<file path="src/rtl/assert_macros.svh">
// Assertion macros shared by the RTL of the rotation block.
`ifndef ASSERT_MACROS_SVH
`define ASSERT_MACROS_SVH

// Checked on every clock edge outside reset.
`define RBV_ASSERT(lbl, prop, msg) \
    lbl: assert property (@(posedge i_clk) disable iff (!i_rst_n) prop) else $error(msg);

// Checked on every clock edge, reset included.
`define RBV_ASSERT_RST(lbl, prop, msg) \
    lbl: assert property (@(posedge i_clk) prop) else $error(msg);

`endif

</file>
<file path="src/rtl/rbv_sqrt.sv">
// ----------------------------------------------------------------------------
// rbv_sqrt
// Pipelined integer square root, one root bit per register stage.
// ----------------------------------------------------------------------------
`default_nettype none

module rbv_sqrt #(
    parameter int DATA_W = 40,
    parameter int SIDE_W = 8
) (
    input  wire logic                  i_clk,
    input  wire logic                  i_rst_n,
    input  wire logic                  i_en,
    input  wire logic                  i_vld,
    input  wire logic [DATA_W-1:0]     i_data,
    input  wire logic [SIDE_W-1:0]     i_side,
    output logic                       o_vld,
    output logic [DATA_W/2-1:0]        o_root,
    output logic [SIDE_W-1:0]          o_side
);

    localparam int RT_W  = DATA_W / 2;
    localparam int REM_W = RT_W + 2;

    logic [RT_W-1:0]   r_vld;
    logic [REM_W-1:0]  r_rem  [RT_W];
    logic [RT_W-1:0]   r_root [RT_W];
    logic [DATA_W-1:0] r_data [RT_W];
    logic [SIDE_W-1:0] r_side [RT_W];

    logic [REM_W-1:0]  n_rem  [RT_W];
    logic [RT_W-1:0]   n_root [RT_W];
    logic [DATA_W-1:0] n_data [RT_W];
    logic [REM_W-1:0]  rem_in [RT_W];
    logic [RT_W-1:0]   root_in[RT_W];
    logic [DATA_W-1:0] dat_in [RT_W];
    logic [REM_W-1:0]  rem_sh [RT_W];
    logic [REM_W-1:0]  trial  [RT_W];

    always_comb begin
        for (int i = 0; i < RT_W; i++) begin
            if (i == 0) begin
                rem_in[i]  = '0;
                root_in[i] = '0;
                dat_in[i]  = i_data;
            end else begin
                rem_in[i]  = r_rem[i-1];
                root_in[i] = r_root[i-1];
                dat_in[i]  = r_data[i-1];
            end
            // Bring down the next pair of radicand bits and try appending a one.
            rem_sh[i] = {rem_in[i][RT_W-1:0], dat_in[i][DATA_W-1:DATA_W-2]};
            trial[i]  = {root_in[i], 2'b01};
            if (rem_sh[i] >= trial[i]) begin
                n_rem[i]  = rem_sh[i] - trial[i];
                n_root[i] = {root_in[i][RT_W-2:0], 1'b1};
            end else begin
                n_rem[i]  = rem_sh[i];
                n_root[i] = {root_in[i][RT_W-2:0], 1'b0};
            end
            n_data[i] = dat_in[i] << 2;
        end
    end

    always_ff @(posedge i_clk) begin
        if (!i_rst_n) begin
            r_vld <= '0;
        end else if (i_en) begin
            r_vld <= {r_vld[RT_W-2:0], i_vld};
        end
    end

    always_ff @(posedge i_clk) begin
        if (i_en) begin
            for (int i = 0; i < RT_W; i++) begin
                r_rem[i]  <= n_rem[i];
                r_root[i] <= n_root[i];
                r_data[i] <= n_data[i];
                r_side[i] <= (i == 0) ? i_side : r_side[i-1];
            end
        end
    end

    assign o_vld  = r_vld[RT_W-1];
    assign o_root = r_root[RT_W-1];
    assign o_side = r_side[RT_W-1];

endmodule

`default_nettype wire

</file>
<file path="config.mk">
export PLATFORM = sky130hd
export DESIGN_NAME = rbv_sqrt
export DESIGN_NICKNAME = d
export VERILOG_FILES = /design/src/rtl/assert_macros.svh /design/src/rtl/rbv_sqrt.sv
export SDC_FILE = /design/constraint.sdc
export NUM_CORES = 1
export LEC_CHECK = 0
export BUFFER_PORTS_ARGS = -buffer_cell sky130_fd_sc_hd__buf_4
export CORE_UTILIZATION = 50
export DETAILED_ROUTE_END_ITERATION = 7
export GPL_ROUTABILITY_DRIVEN = 0
export GPL_TIMING_DRIVEN = 0
export PLACE_DENSITY = 0.74
export SLEW_MARGIN = 10
export SYNTH_ARGS = -nofsm -noshare
export SYNTH_HDL_FRONTEND = slang
export SYNTH_SLANG_ARGS = --single-unit
</file>
<file path="constraint.sdc">
create_clock -name i_clk -period 3.4 [get_ports i_clk]
set_clock_uncertainty 0.05 [all_clocks]
set_input_delay 0.17 -clock i_clk [delete_from_list [all_inputs] [get_ports i_clk]]
set_output_delay 0.17 -clock i_clk [all_outputs]
set_load 0.05 [all_outputs]
</file>
# Word level (Yosys, flattened, before mapping)
# Memory sizes are Yosys's and may differ from the RTL's.
# Cells that the tools add are included.
classes:
  add_sub_neg: 20
  magnitude_cmp: 20
  n_mux: 42
ops:
  columns: ["operator", "count"]
  rows:
  - ["$mux 22", 20]
  - ["$ge 22x22->1", 19]
  - ["$sub 22x22->22", 19]
  - ["$mux 1", 22]
  - ["$sub 2x1->3 const B", 1]
  - ["$ge 2x1->1 const B", 1]
word_totals:
  reg_bits: 20
  ramBits: 1760
  input_bits: 52
  elab_cells: 87
  memories: 4
mem_list:
  columns: ["memory", "words", "word_bits", "rd", "rd_ports_with_merged_regs", "wr", "line_no", "text"]
  rows:
  - ["r_data", 20, 38, 19, 0, 20, "rbv_sqrt.sv:28", "logic [DATA_W-1:0] r_data [RT_W];"]
  - ["r_rem", 20, 22, 19, 0, 20, "rbv_sqrt.sv:26", "logic [REM_W-1:0] r_rem [RT_W];"]
  - ["r_root", 20, 20, 20, 0, 20, "rbv_sqrt.sv:27", "logic [RT_W-1:0] r_root [RT_W];"]
  - ["r_side", 20, 8, 20, 0, 20, "rbv_sqrt.sv:29", "logic [SIDE_W-1:0] r_side [RT_W];"]

# Depth between registers and ports, before layout
# An unclocked memory read counts as a cell.
logic_depth:
  depth_word: 3
  mapped_depth: 13
  mapped_depth_nobuf: 11

# Worst setup path after synthesis
# No wires, ideal clock.
synth_timing:
  path_type: "reg-to-reg"
  from: "memory r_rem[13][1] (netlist bit)"
  to: "memory r_rem[14][10] (netlist bit), data pin"
  setup_time_ns: 0.260
  arrival_ns: 2.759
  required_ns: 3.090
  slack_ns: 0.331
  path_stages_with_launch: 11
  n_path_buf: 2
  period_less_slack_ns: 3.069
  cell_sequence: "edfxtp_1 ha_1 o211ai_1 a21oi_1 a211o_1 o21a_1 o21ai_0 and2_1 clkbuf_1 buf_2 mux2_2"
synth_rtl:
  columns: ["element", "line_no"]
  rows:
  - ["start, declared", "rbv_sqrt.sv:26"]

==> qor.txt <==
Avg Inst Size Synth: 13.9 um2
Fraction of the mapped netlist area in simple logic gates: 0.0866
Number of placement rows: 115
Max-Cap Viols: 0
GRT Residual Overflow: 0
Root Driver: clkbuf_16
Post-synth cell types: 75
Yosys Warn Count: 0
DR WL/cell: 16.0 um
Top cells by area, synth: edfxtp_1 67%, ha_1 5.8%, xnor2_1 2.6%
Die X: 317 um
Metal2 WL: 39.4 mm
Vias per cell: 5.41
P per Cell Area: 642 nW/um2
Top cell type's share of synthesized area: 0.670
Synth Cell Area: 49600 um2
Crit path DAT: 3700 ps
Crit end category: flip-flop
Final wirelength: 83.6 mm
Final hold vios: 0
Final ANT Viol Nets: 0
Clock transition at the registers of the reported paths: 60 ps
Post-DP HPWL: 56.3 mm
RSZ-0062 raised after global routing: no
Clk_lat worst skew: 710 ps
Hold Path Class: in -> reg
Status: finished clean
DP Worst Slack: -595 ps
Fin util: 0.574
Layout overhead on the synthesized area: 13.8%
TNS Setup: 0 ps
Syn Inst Count: 3584
Final setup margin: 98.3 ps
Filler cells: 7638
Met3 wire len: 4.88 mm
Syn Nets: 3867
Nets: 4125
DR iter-0 viols: 2203
Synthesized flop and latch total: 1127
Worst ir drop on vdd: 446 uV
Min-Delay Startpoint: i_data[19]
Combinational family with the most area after synthesis: simple AND/OR/NAND/NOR gates
Tightest Pin Transition: 1040 ps
CORE AREA: 98400 um2
Routed met1 length: 36.3 mm
Dominant cell type by area after synthesis: edfxtp_1
Highest clock rate: 0.303 GHz
Diodes inserted: 0
First-pass GRT wire length: 134 mm
Synth Area in Compound Gates: 0.0821
Die area: 101000 um2
Crit Path Max Fanout: 10
Primary FF master, synth: edfxtp_1
Via count: 28302
Number of global-route vias before repair: 27039
CP Launch Point: r_root[3][21]$_DFFE_PP_
Crit Path Class: reg -> reg
Initial antenna violation count: 3
CP Launch Type: flip-flop
Tot GR Track Use: 0.165
Number of remaining DRC errors: 0
Ys async rst share: 0
CTS sink cnt: 1127
Total Power: 0.0363 W
Highest metal used: met5
Share of cells above drive strength 1: 0.0992
Worst slew margin: 0.289
Sequential share of the synthesized area: 0.678
Post-synthesis adder-cell area fraction: 0.0582
CP Data Required Time: 3800 ps
Tmin final: 3300 ps
Post-synthesis xor/xnor area fraction: 0.0494
Largest net degree at the start of global routing: 190
Drt pass-1 iters: 5
Htree depth: 3
Reg2Reg Launch Point: r_root[3][21]$_DFFE_PP_
Period utilization: 0.971
Static Leak: 21.6 nW
TritonCTS clock tree: built
Mux cell area share after synthesis: 0.0186
Total CTS buffers: 116
IO Port Bufs: 79
Starting density of the core: 0.504
Post-synth EDFFs: 1107
IO Pins: 81
Max-slew violation count: 0
Finish-stage setup viols: 0
CTS max path bufs: 3
Die Y: 317 um
## cell usage in the layout, fill, tap and decap left out, drive strengths merged, types with 57 or more instances in the layout
| cell type | synthesis | layout |
|---|---|---|
| xor2 | 132 | 132 |
| clkbuf | 57 | 201 |
| ha | 231 | 231 |
| xnor2 | 148 | 148 |
| o21ai | 156 | 156 |
| edfxtp | 1107 | 1107 |
| mux2 | 57 | 57 |
| buf | 17 | 104 |
| inv | 277 | 284 |
| nor2 | 221 | 221 |
| a21oi | 220 | 220 |
| a21o | 67 | 67 |
| nor3 | 85 | 85 |
| nand2 | 193 | 193 |
## where the power goes
part | internal, W | switching, W | total [W]
sequential | 0.0172 | 0.000804 | 0.0180
clock | 0.00711 | 0.00523 | 0.0123
combinational | 0.00263 | 0.00334 | 0.00596
## sequential cells by signal, summed over array words and instances, names as in the netlist
signal	flops
r_data	380
r_rem	357
r_root	210
r_side	160
r_vld	20
## worst max-delay path: stages (launching register included)
cell and delay, ps:
edfxtp_1 400, inv_1 60, ha_1 370, o211ai_1 190
a21oi_1 60, a211o_1 400, o21a_1 270, o21ai_2 360
and2_4 280, buf_4 230, mux2_2 360
## final timing paths
check | cells after the start | to | slack (ps)
worst max register to register | 10 | r_rem[14][12]$_DFFE_PP_ | 100
worst min register to register | 0 | r_side[3][1]$_DFFE_PP_ | 350
worst min-delay path | 2 | r_data[0][19]$_DFFE_PP_ | 130
worst max-delay path | 10 | r_rem[14][12]$_DFFE_PP_ | 100
## cell families (layout without fill, tap and decap cells)
logic type               Yosys count  count (layout)
other                              1               1
XOR/XNOR                         280             280
flip-flops                      1127            1127
AND/OR/NAND/NOR                  853             853
adder cells (fa/ha/maj)          231             231
multiplexers                      85              85
AO/OA/AOI/OAI                    656             656
buffers and inverters            351             707
## routing by layer
| metal | global-route usage | vias up |
|---|---|---|
| li1 | - | 13878 |
| met1 | 0.214 | 13410 |
| met2 | 0.269 | 795 |
| met3 | 0.0320 | 217 |
| met4 | 0.0724 | 2 |
| met5 | 0 | - |
## Yosys cell counts, drive strengths merged (12+ instances only)
library cell,n
or3,27
o211ai,16
nor3,85
and2,14
a211oi,20
or2,16
nand4,37
nand2b,35
clkbuf,57
a21oi,220
nor2,221
buf,17
xnor2,148
nand3b,14
edfxtp,1107
mux2i,28
nor2b,50
a21o,67
nand3,46
o31ai,22
nor4,36
mux2,57
dfxtp,20
o21ai,156
ha,231
xor2,132
or4,19
and3,20
inv,277
and4,12
o21a,43
o21bai,12
nand2,193
a31oi,17
## through the flow
stage / hold slack, ps / std cells / instance area, um2
detailed placement: 299 / 4957 / 52100
global placement: 298 / 4950 / 51900
floorplan: 219 / 3584 / 49600
global route: 95.7 / 5227 / 56500
finish: 133 / 5227 / 56500
CTS: 66.3 / 5225 / 56400
## layout make-up
cell class / count / area (um2) / share of cell area
Inverter: 277 / 1040 / 0.0184
Buffer: 72 / 352 / 0.00622
Multi-Input combinational cell: 2106 / 14700 / 0.260
Timing Repair Buffer: 142 / 1380 / 0.0244
Clock buffer: 144 / 3060 / 0.0541
Sequential cell: 1127 / 33600 / 0.595
Tap cell: 1287 / 1610 / 0.0285
Clock inverter: 72 / 726 / 0.0128
## repair_timing
item                                    CTS  global route
hold buffers                             53             0
gates cloned                              0             1
buffers inserted                          0             2
endpoints found under the hold margin    71             0
endpoints found under the setup margin   81           269
pin swaps                                 0             1
gates resized for setup                  12            34
Power figures use the tool's default switching activity.
